**src/rtl/pwar_pkg.sv**
```systemverilog
// Shared widths, constants and types for the pulse-width average ranger.
package pwar_pkg;

  // Field and register widths
  localparam int unsigned WIDTH_US    = 16;
  localparam int unsigned DIST_W      = 17;
  localparam int unsigned ACC_BITS    = 18;
  localparam int unsigned COUNT_W_DEF = 16;

  // Averaging window; must be a power of two
  localparam int unsigned AVG_LEN   = 4;
  localparam int unsigned AVG_SHIFT = $clog2(AVG_LEN);

  // Count rounding step (power of two)
  localparam int unsigned ROUND_STEP  = 4;
  localparam int unsigned ROUND_SHIFT = $clog2(ROUND_STEP);

  // Distance scale: (d * DIST_MUL + DIST_DIV/2) / DIST_DIV
  localparam int unsigned DIST_MUL   = 3;
  localparam int unsigned DIST_DIV   = 4;
  localparam int unsigned DIST_SHIFT = $clog2(DIST_DIV);

  // Configuration register indexes and reset values
  localparam int unsigned CFG_IDX_W = 1;
  localparam logic [CFG_IDX_W-1:0] CFG_NO_TARGET_LIMIT = 1'b0;
  localparam logic [CFG_IDX_W-1:0] CFG_ZERO_OFFSET     = 1'b1;
  localparam logic [WIDTH_US-1:0]  LIMIT_RST  = 16'd1990;
  localparam logic [WIDTH_US-1:0]  OFFSET_RST = 16'd1000;
  localparam logic [WIDTH_US-1:0]  LAST_AVG_RST = '1;

  // Pending pulse event from the front end to the result stage
  typedef struct packed {
    logic                valid;
    logic [ACC_BITS-1:0] acc;
  } pwar_evt_t;

endpackage

```
**src/rtl/pwar_front.sv**
```systemverilog
// Front end: high-tick counter, edge detect, rounding and running average.
module pwar_front import pwar_pkg::*; #(
  parameter int unsigned COUNT_WIDTH = COUNT_W_DEF
) (
  input  logic      clk_i,
  input  logic      rst_ni,
  input  logic      in_valid_i,
  output logic      in_stall_o,
  input  logic      pin_level_i,
  input  logic      adv_i,
  output pwar_evt_t evt_o
);

  logic                          prev_level_q;
  logic [COUNT_WIDTH-1:0]        count_q, count_d;
  logic [ACC_BITS-1:0]           acc_q, acc_d;
  logic                          evt_valid_q, evt_valid_d;
  logic                          accept, falling;
  logic [COUNT_WIDTH:0]          cnt_rnd;
  logic [COUNT_WIDTH-1:0]        q_width;
  logic [ACC_BITS+AVG_SHIFT-1:0] acc_scaled;
  logic [ACC_BITS-1:0]           acc_decay;

  // A new item may only arrive once any pending event can move on
  assign in_stall_o = evt_valid_q && !adv_i;
  assign accept     = in_valid_i && !in_stall_o;
  assign falling    = prev_level_q && !pin_level_i;

  // Round the count to the nearest step, wrapping at the counter width
  assign cnt_rnd = {1'b0, count_q} + (COUNT_WIDTH+1)'(ROUND_STEP / 2);
  assign q_width = {cnt_rnd[COUNT_WIDTH-1:ROUND_SHIFT], ROUND_SHIFT'(0)};

  // acc = (acc*(N-1) + N/2) / N + q, modulo 2^ACC_BITS
  assign acc_scaled = (ACC_BITS+AVG_SHIFT)'(acc_q) * (ACC_BITS+AVG_SHIFT)'(AVG_LEN - 1)
                    + (ACC_BITS+AVG_SHIFT)'(AVG_LEN / 2);
  assign acc_decay  = acc_scaled[ACC_BITS+AVG_SHIFT-1:AVG_SHIFT];

  always_comb begin
    count_d     = count_q;
    acc_d       = acc_q;
    evt_valid_d = adv_i ? 1'b0 : evt_valid_q;
    if (accept) begin
      if (pin_level_i) begin
        count_d = count_q + COUNT_WIDTH'(1);
      end
      if (falling) begin
        count_d     = '0;
        acc_d       = acc_decay + ACC_BITS'(q_width);
        evt_valid_d = 1'b1;
      end
    end
  end

  always_ff @(posedge clk_i or negedge rst_ni) begin
    if (!rst_ni) begin
      prev_level_q <= 1'b0;
      count_q      <= '0;
      acc_q        <= '0;
      evt_valid_q  <= 1'b0;
    end else begin
      if (accept) begin
        prev_level_q <= pin_level_i;
      end
      count_q     <= count_d;
      acc_q       <= acc_d;
      evt_valid_q <= evt_valid_d;
    end
  end

  assign evt_o.valid = evt_valid_q;
  assign evt_o.acc   = acc_q;

endmodule

```
**src/rtl/pwar_back.sv**
```systemverilog
// Result stage: rounded average, change flag, distance and output register.
module pwar_back import pwar_pkg::*; (
  input  logic                     clk_i,
  input  logic                     rst_ni,
  input  pwar_evt_t                evt_i,
  output logic                     adv_o,
  input  logic [WIDTH_US-1:0]      limit_i,
  input  logic [WIDTH_US-1:0]      offset_i,
  output logic                     out_valid_o,
  input  logic                     out_stall_i,
  output logic [WIDTH_US-1:0]      avg_width_us_o,
  output logic                     avg_changed_o,
  output logic signed [DIST_W-1:0] distance_mm_o,
  output logic                     distance_valid_o
);

  localparam int unsigned DiffW = WIDTH_US + 2;
  localparam int unsigned ProdW = DiffW + 2;

  logic                     out_valid_q;
  logic [WIDTH_US-1:0]      avg_q, last_avg_q;
  logic                     changed_q, dvalid_q;
  logic signed [DIST_W-1:0] dist_q;

  logic [ACC_BITS:0]        acc_rnd;
  logic [WIDTH_US-1:0]      avg;
  logic                     dvalid;
  logic signed [DiffW-1:0]  diff;
  logic signed [ProdW-1:0]  prod, quot;
  logic signed [DIST_W-1:0] dist_d;

  // Event moves into the output register when it is free or draining
  assign adv_o = evt_i.valid && (!out_valid_q || !out_stall_i);

  // Rounded average, truncated to the field width
  assign acc_rnd = {1'b0, evt_i.acc} + (ACC_BITS+1)'(AVG_LEN / 2);
  assign avg     = acc_rnd[AVG_SHIFT +: WIDTH_US];
  assign dvalid  = avg < limit_i;

  // (d*3 + 2) / 4 with truncation toward zero
  assign diff = $signed({2'b00, avg}) - $signed({2'b00, offset_i});
  assign prod = ProdW'(diff) * $signed(ProdW'(DIST_MUL)) + $signed(ProdW'(DIST_DIV / 2));
  assign quot = prod[ProdW-1] ? ((prod + $signed(ProdW'(DIST_DIV - 1))) >>> DIST_SHIFT)
                              : (prod >>> DIST_SHIFT);
  assign dist_d = dvalid ? quot[DIST_W-1:0] : '0;

  always_ff @(posedge clk_i or negedge rst_ni) begin
    if (!rst_ni) begin
      out_valid_q <= 1'b0;
      last_avg_q  <= LAST_AVG_RST;
    end else begin
      if (adv_o) begin
        out_valid_q <= 1'b1;
        last_avg_q  <= avg;
      end else if (!out_stall_i) begin
        out_valid_q <= 1'b0;
      end
    end
  end

  // Payload register, loaded with each new result
  always_ff @(posedge clk_i) begin
    if (adv_o) begin
      avg_q     <= avg;
      changed_q <= (avg != last_avg_q);
      dist_q    <= dist_d;
      dvalid_q  <= dvalid;
    end
  end

  assign out_valid_o      = out_valid_q;
  assign avg_width_us_o   = avg_q;
  assign avg_changed_o    = changed_q;
  assign distance_mm_o    = dist_q;
  assign distance_valid_o = dvalid_q;

endmodule

```
**src/rtl/pulse_width_average_ranger.sv**
```systemverilog
// Top level of the pulse-width average ranger: config registers and stages.
//
// Channel   Direction  Handshake                 Payload
// in        input      in_valid_i / in_stall_o   pin_level_i
// out       output     out_valid_o / out_stall_i avg_width_us_o, avg_changed_o,
//                                                distance_mm_o, distance_valid_o
// cfg       input      cfg_valid_i / cfg_ready_o cfg_index_i, cfg_data_i
//
// One tick is taken every cycle while in_valid_i is high and in_stall_o is low.
// A falling edge updates the average in the input stage, and its result passes
// to the output register. Reset clears counter, average and handshake state;
// limits reload defaults. With the output stalled, one further edge may wait in
// the input stage; input stalls only while that pending event cannot move on.
module pulse_width_average_ranger import pwar_pkg::*; #(
  parameter int unsigned COUNT_WIDTH = COUNT_W_DEF
) (
  input  logic                     clk_i,
  input  logic                     rst_ni,
  input  logic                     in_valid_i,
  output logic                     in_stall_o,
  input  logic                     pin_level_i,
  output logic                     out_valid_o,
  input  logic                     out_stall_i,
  output logic [WIDTH_US-1:0]      avg_width_us_o,
  output logic                     avg_changed_o,
  output logic signed [DIST_W-1:0] distance_mm_o,
  output logic                     distance_valid_o,
  input  logic                     cfg_valid_i,
  output logic                     cfg_ready_o,
  input  logic [CFG_IDX_W-1:0]     cfg_index_i,
  input  logic [WIDTH_US-1:0]      cfg_data_i
);

  logic [WIDTH_US-1:0] limit_q, offset_q;
  pwar_evt_t           evt;
  logic                adv;

  // Configuration writes are always taken
  assign cfg_ready_o = 1'b1;

  always_ff @(posedge clk_i or negedge rst_ni) begin
    if (!rst_ni) begin
      limit_q  <= LIMIT_RST;
      offset_q <= OFFSET_RST;
    end else if (cfg_valid_i && cfg_ready_o) begin
      case (cfg_index_i)
        CFG_NO_TARGET_LIMIT: limit_q  <= cfg_data_i;
        CFG_ZERO_OFFSET:     offset_q <= cfg_data_i;
        default: ;
      endcase
    end
  end

  pwar_front #(
    .COUNT_WIDTH(COUNT_WIDTH)
  ) u_front (
    .clk_i      (clk_i),
    .rst_ni     (rst_ni),
    .in_valid_i (in_valid_i),
    .in_stall_o (in_stall_o),
    .pin_level_i(pin_level_i),
    .adv_i      (adv),
    .evt_o      (evt)
  );

  pwar_back u_back (
    .clk_i           (clk_i),
    .rst_ni          (rst_ni),
    .evt_i           (evt),
    .adv_o           (adv),
    .limit_i         (limit_q),
    .offset_i        (offset_q),
    .out_valid_o     (out_valid_o),
    .out_stall_i     (out_stall_i),
    .avg_width_us_o  (avg_width_us_o),
    .avg_changed_o   (avg_changed_o),
    .distance_mm_o   (distance_mm_o),
    .distance_valid_o(distance_valid_o)
  );

endmodule
```
**config.mk**
```make
export PLATFORM = sky130hd
export DESIGN_NAME = pulse_width_average_ranger
export DESIGN_NICKNAME = d
export VERILOG_FILES = /design/src/rtl/pwar_pkg.sv /design/src/rtl/pwar_front.sv /design/src/rtl/pwar_back.sv /design/src/rtl/pulse_width_average_ranger.sv
export SDC_FILE = /design/constraint.sdc
export NUM_CORES = 1
export LEC_CHECK = 0
export BUFFER_PORTS_ARGS = -buffer_cell sky130_fd_sc_hd__buf_2
export CORE_MARGIN = 4
export CORE_UTILIZATION = 37
export DETAILED_ROUTE_END_ITERATION = 16
export PLACE_DENSITY_LB_ADDON = 0.1
export SLEW_MARGIN = 10
export SYNTH_ARGS = -nofsm -noshare
export SYNTH_HDL_FRONTEND = slang
export SYNTH_SLANG_ARGS = --single-unit
```
**constraint.sdc**
```tcl
create_clock -name clk_i -period 17.6 [get_ports clk_i]
set_input_delay 3.52 -clock clk_i [delete_from_list [all_inputs] [get_ports clk_i]]
set_output_delay 3.52 -clock clk_i [all_outputs]
set_load 0.01 [all_outputs]
```
**Yosys cells after proc, flatten, opt, wreduce, memory -nomap -nowiden**

Index checks and enable logic that the tools add are counted.

- Add/sub/neg operators: 8
- Multipliers: 2
- Magnitude comparators: 1
- Eq/ne operators: 2
- Multiplexer cells: 8
- Bitwise operators: 1
- Reductions and logical operators: 15

Operators with widths:

| kind | count |
|---|---|
| $mux 16 | 2 |
| $add 20x2->20 const B | 1 |
| $add 20x3->20 const B | 1 |
| $mul 17x3->20 const B | 1 |
| $mul 18x2->20 const B | 1 |
| $add 19x3->19 const B | 1 |
| $add 18x16->18 | 1 |
| $add 18x2->18 const B | 1 |
| $mux 17 | 1 |
| $sub 16x16->17 | 1 |
| $add 16x1->16 const B | 1 |
| $add 16x2->16 const B | 1 |
| $lt 16x16->1 | 1 |
| $ne 16x16->1 | 1 |
| $reduce_and 2->1 | 4 |
| $logic_not 1->1 | 5 |
| $mux 1 | 5 |
| $logic_and 1x1->1 | 4 |
| $ne 2x1->1 const B | 1 |
| $reduce_bool 2->1 | 1 |
| $logic_or 1x1->1 | 1 |
| $not 1->1 | 1 |

- Register bits: 120
- Input port bits: 23
- Output and inout bits: 38
- Word-level logic and storage cells: 49

**Logic depth before layout (Yosys ltp)**

- Word-level depth: 8
- Gate-level depth with buffers: 25
- Gate-level depth less buffers: 25

**Modules after synthesis**

Synthesis repeated with hierarchy kept, for this count alone.

- Cells, all modules: 990
- Area, all modules: 9,464.1 um^2

Modules (own cells, without submodules):

| module | times used | cells an instance | area an instance (um^2) | sequential area each (um^2) |
|---|---|---|---|---|
| pwar_back | 1 | 537 | 4,880.9 | 1,496.4 |
| pwar_front | 1 | 382 | 3,303.2 | 900.9 |
| pulse_width_average_ranger | 1 | 71 | 1,280.0 | 817.0 |

**Worst setup path before layout**

OpenSTA, ideal clock, no wires.

- Path type: in2out
- Start point: in out_stall_i
- End point: out in_stall_o
- Arrival: 3,762 ps
- Data required time: 14,080 ps
- Slack: 10,318 ps
- Cell stages on the path: 2
- Path buffers: 0
- Cells stage by stage: nand3_1 -> inv_1

- Longest elaborated chain between the ends: 5

Ends and longest elaborated chain:

| what | line | RTL |
|---|---|---|
| from (decl) | pulse_width_average_ranger.sv:23 | `input logic out_stall_i,` |
| $logic_not 1->1 | pwar_back.sv:33 | `assign adv_o = evt_i.valid && (!out_valid_q \|\| !out_stall_i);` |
| $logic_or 1x1->1 | pwar_back.sv:33 |  |
| $logic_and 1x1->1 | pwar_back.sv:33 |  |
| $logic_not 1->1 | pwar_front.sv:25 | `assign in_stall_o = evt_valid_q && !adv_i;` |
| $logic_and 1x1->1 | pwar_front.sv:25 |  |
| to (decl) | pulse_width_average_ranger.sv:20 | `output logic in_stall_o,` |

No other way between the ends.

**Worst setup path after layout**

Ends and elaborated chain as after synthesis.

==> results.cfg <==
[critical_path]
reg2reg_slack_ps = 10950
reg2reg_from = u_front.acc_q[1]$_DFFE_PN0P_
max_stage_delay_ps = 180
crit_path_max_fanout = 5
crit_path_end_kind = primary output
arrival_ps = 4030
crit_chain = buf_2 > nand3_1 > inv_1 > buf_2
reg2reg_depth = 25
slowest_stage = nand3_1
cp_top_family = buffers and inverters
crit_type = input port to primary output
timing.critical_path.from = out_stall_i
crit_path_frequent_cell = buf_2
rr_endpoint = u_back.distance_mm_o[11]$_SDFFCE_PN0P_
cp_data_required_time_ps = 14080
worstSetupStartpointType = input port
path_buf_inv = 3

[finish]
antenna_cells = 0
fill_cells = 2528
multi_input_area_sq_mm = 0.00589
seqCellArea_sq_mm = 0.00321
drive_above_1_share = 0.157
syn_to_final_growth_pct = 14.2
nets = 1227

[routing]
wirelength_microns = 20800
vias = 7205
drt-pass1-iter-count = 4
drc = 0
wl_per_cell_microns = 14.5
viasPerCell = 5.03
drtIter0Drc = 314
ant_nets = 0

[synthesis]
yosys.area.top_type = dfrtp_1
synth_seq_cells = 120
synth-seq-area-share = 0.341
synth.avg_cell_area_sq_um = 9.24
yosysWarnings = 0
synth_top_area_share = 0.149
syn_area_sq_mm = 0.00943
async_reset_ff_frac = 0.708
synthDistinctLibCells = 77
syn-instance-count = 1021
synth_nets = 1158
yosys_most_used_dff = dfrtp_1
netlist_top_cells_area = dfrtp_1, ha_1, edfxtp_1
synth-edff-count = 35

[floorplan]
start_util = 0.376
core.rowCount = 58
ios = 61
die_h_microns = 168
core_sq_mm = 0.0251
die-area_sq_mm = 0.0281
die_width_microns = 168

[global_route]
grt_pass1_wl_microns = 34900
grt_max_degree = 65
grt_pass1_vias = 7136
antenna_found_initial = 0
overflow = 0
grt.total_usage = 0.151

[power_and_ir_drop]
power_leakage_nw = 5.14
ir_worst_vdd_v = 0.000115
power_density_mw_per_mm2 = 164

[clocking]
cts_resized = 0
cts_made_buffers = 17
postCtsSetupRepairBufs = 0
clockBufferDepth = 2
clock_latency_ps = 420
cts_sinks = 120
holdBufCountCts = 0
ctsRootBufferMaster = clkbuf_16
cts_tree = yes
clk_pin_slew_ps = 60
htreeDepth = 4

[timing]
worst_slew_pin_slew_ps = 1150
max_slew_margin = 0.231
fin_crit_ps = 7550
rsz0062_at_grt = false
drv_slew = 0
hold_ws_ps = 470
fmax_ghz = 0.132
final.setup.worst_slack_ps = 10050
fin_skew_ps = 11.7
tns_ps = 0
hold_viol = 0
setup_viol = 0
period_share = 0.429

[placement]
dp_hpwl_microns = 16100
numPortBuffers = 59
place_congestion = 0.804
preCtsSetupSlack_ps = 10030

[worst_hold_path]
hold_start = u_front.acc_q[0]$_DFFE_PN0P_
whs_endpoint = u_front.acc_q[0]$_DFFE_PN0P_
hp-class = flop to flop
whs_path_depth = 2

[status]
outcome = finished clean

[run]
maxCapViolations = 0
[cell usage in the layout, fill, tap and decap left out, drive strengths merged, types with 6 or more instances in the layout]
master	instances
a211oi	9
nor2	79
nand3	32
buf	65
nor2b	9
clkbuf	17
edfxtp	35
mux2	21
nor4	6
or3	14
nand4	7
o21a	9
dfrtp	56
inv	81
nand2b	7
a31oi	10
a21oi	62
ha	112
nand2	92
dfstp	29
and2	9
xor2	45
nor3	27
o21ai	64
and3	17
or2	7
xnor2	70
a21o	25
[worst min-delay path: cells and delay by family, from the launching register on]
kind | cells | cell delay, ps
DFF | 1 | 340
and+or+nand+nor | 2 | 110
[logic make-up (layout without fill, tap and decap cells)]
kind of cell,count (synthesis),in the layout,synth area share
flops,120,120,0.341
fa+ha+maj,114,114,0.153
xor+xnor,115,115,0.107
buf+inv,93,175,0.0375
mux,25,25,0.0293
other cells,1,1,0.000398
simple gates,325,325,0.173
compound gates,228,228,0.159
[state kept, by name, summed over array words and instances, names as in the netlist]
register and cells:
u_front.acc_q 18, u_back.distance_mm_o 17, limit_q 16, offset_q 16, u_back.avg_width_us_o 16, u_back.last_avg_q 16
u_front.count_q 16, u_back.avg_changed_o 1, u_back.distance_valid_o 1, u_back.out_valid_o 1, u_front.evt_valid_q 1, u_front.prev_level_q 1
[stage by stage]
step                      instances   util  power (mW)  instance area [sq um]
after global placement         1401  0.404        1.41                  10200
after global routing           1433  0.429        1.94                  10800
after floorplan                1021      -        1.21                   9430
final                          1433  0.429        1.77                  10800
after detailed placement       1401  0.404        1.41                  10200
after CTS                      1433  0.429        1.80                  10800
[worst max-delay path by stage]
stage                  to  depth (start not counted)
3_3_place_gp   in_stall_o                          4
6_report       in_stall_o                          4
5_1_grt        in_stall_o                          4
4_1_cts        in_stall_o                          4
2_1_floorplan  in_stall_o                          2
3_5_place_dp   in_stall_o                          4
[where the power goes]
group | internal, mW | switching, mW
Clock | 0.238 | 0.141
Sequential | 0.375 | 0.0224
Combinational | 0.417 | 0.580
[cell type report]
cell class | count | share of cell area
Clock buffer | 17 | 0.0395
Clock inverter | 15 | 0.0186
Inverter | 78 | 0.0272
Multi-Input combinational cell | 808 | 0.546
Sequential cell | 120 | 0.298
Tap cell | 330 | 0.0383
Timing Repair Buffer | 65 | 0.0318
[Yosys cell counts (2+ instances only)]
cell type    n
a311o_1      2
o311a_1      2
o21a_1       9
nand3b_1     2
dfstp_2     29
and3_1      17
nor2b_1      9
or3_1       13
xor2_1      45
a31o_2       3
xnor2_1     70
a211o_1      4
a31oi_1      9
nand4_1      6
o311ai_0     2
and2_1       9
nor4_1       6
a221oi_1     2
and4_1       3
mux2_2      21
o211ai_1     4
nand2_1     92
fa_1         2
ha_1       112
dfrtp_1     56
nor2_1      78
o21bai_1     5
o22ai_1      2
edfxtp_1    35
nand3_1     31
a211oi_1     9
nand2b_1     7
a21o_1      25
nor3_1      26
inv_1       78
nand4b_1     5
o21ai_0     63
a21boi_0     4
clkbuf_1    13
o31a_1       2
a21oi_1     62
o31ai_1      4
or2_2        6
mux2i_1      4
[per-layer routing]
metal	GRT usage	vias up	wire length [microns]
li1	-	3778	-
met1	0.185	3341	9640
met2	0.271	61	10400
met3	0.0246	25	400
met4	0.0501	0	374
met5	0	-	0
No activity file was read; power rests on OpenSTA's default activity.
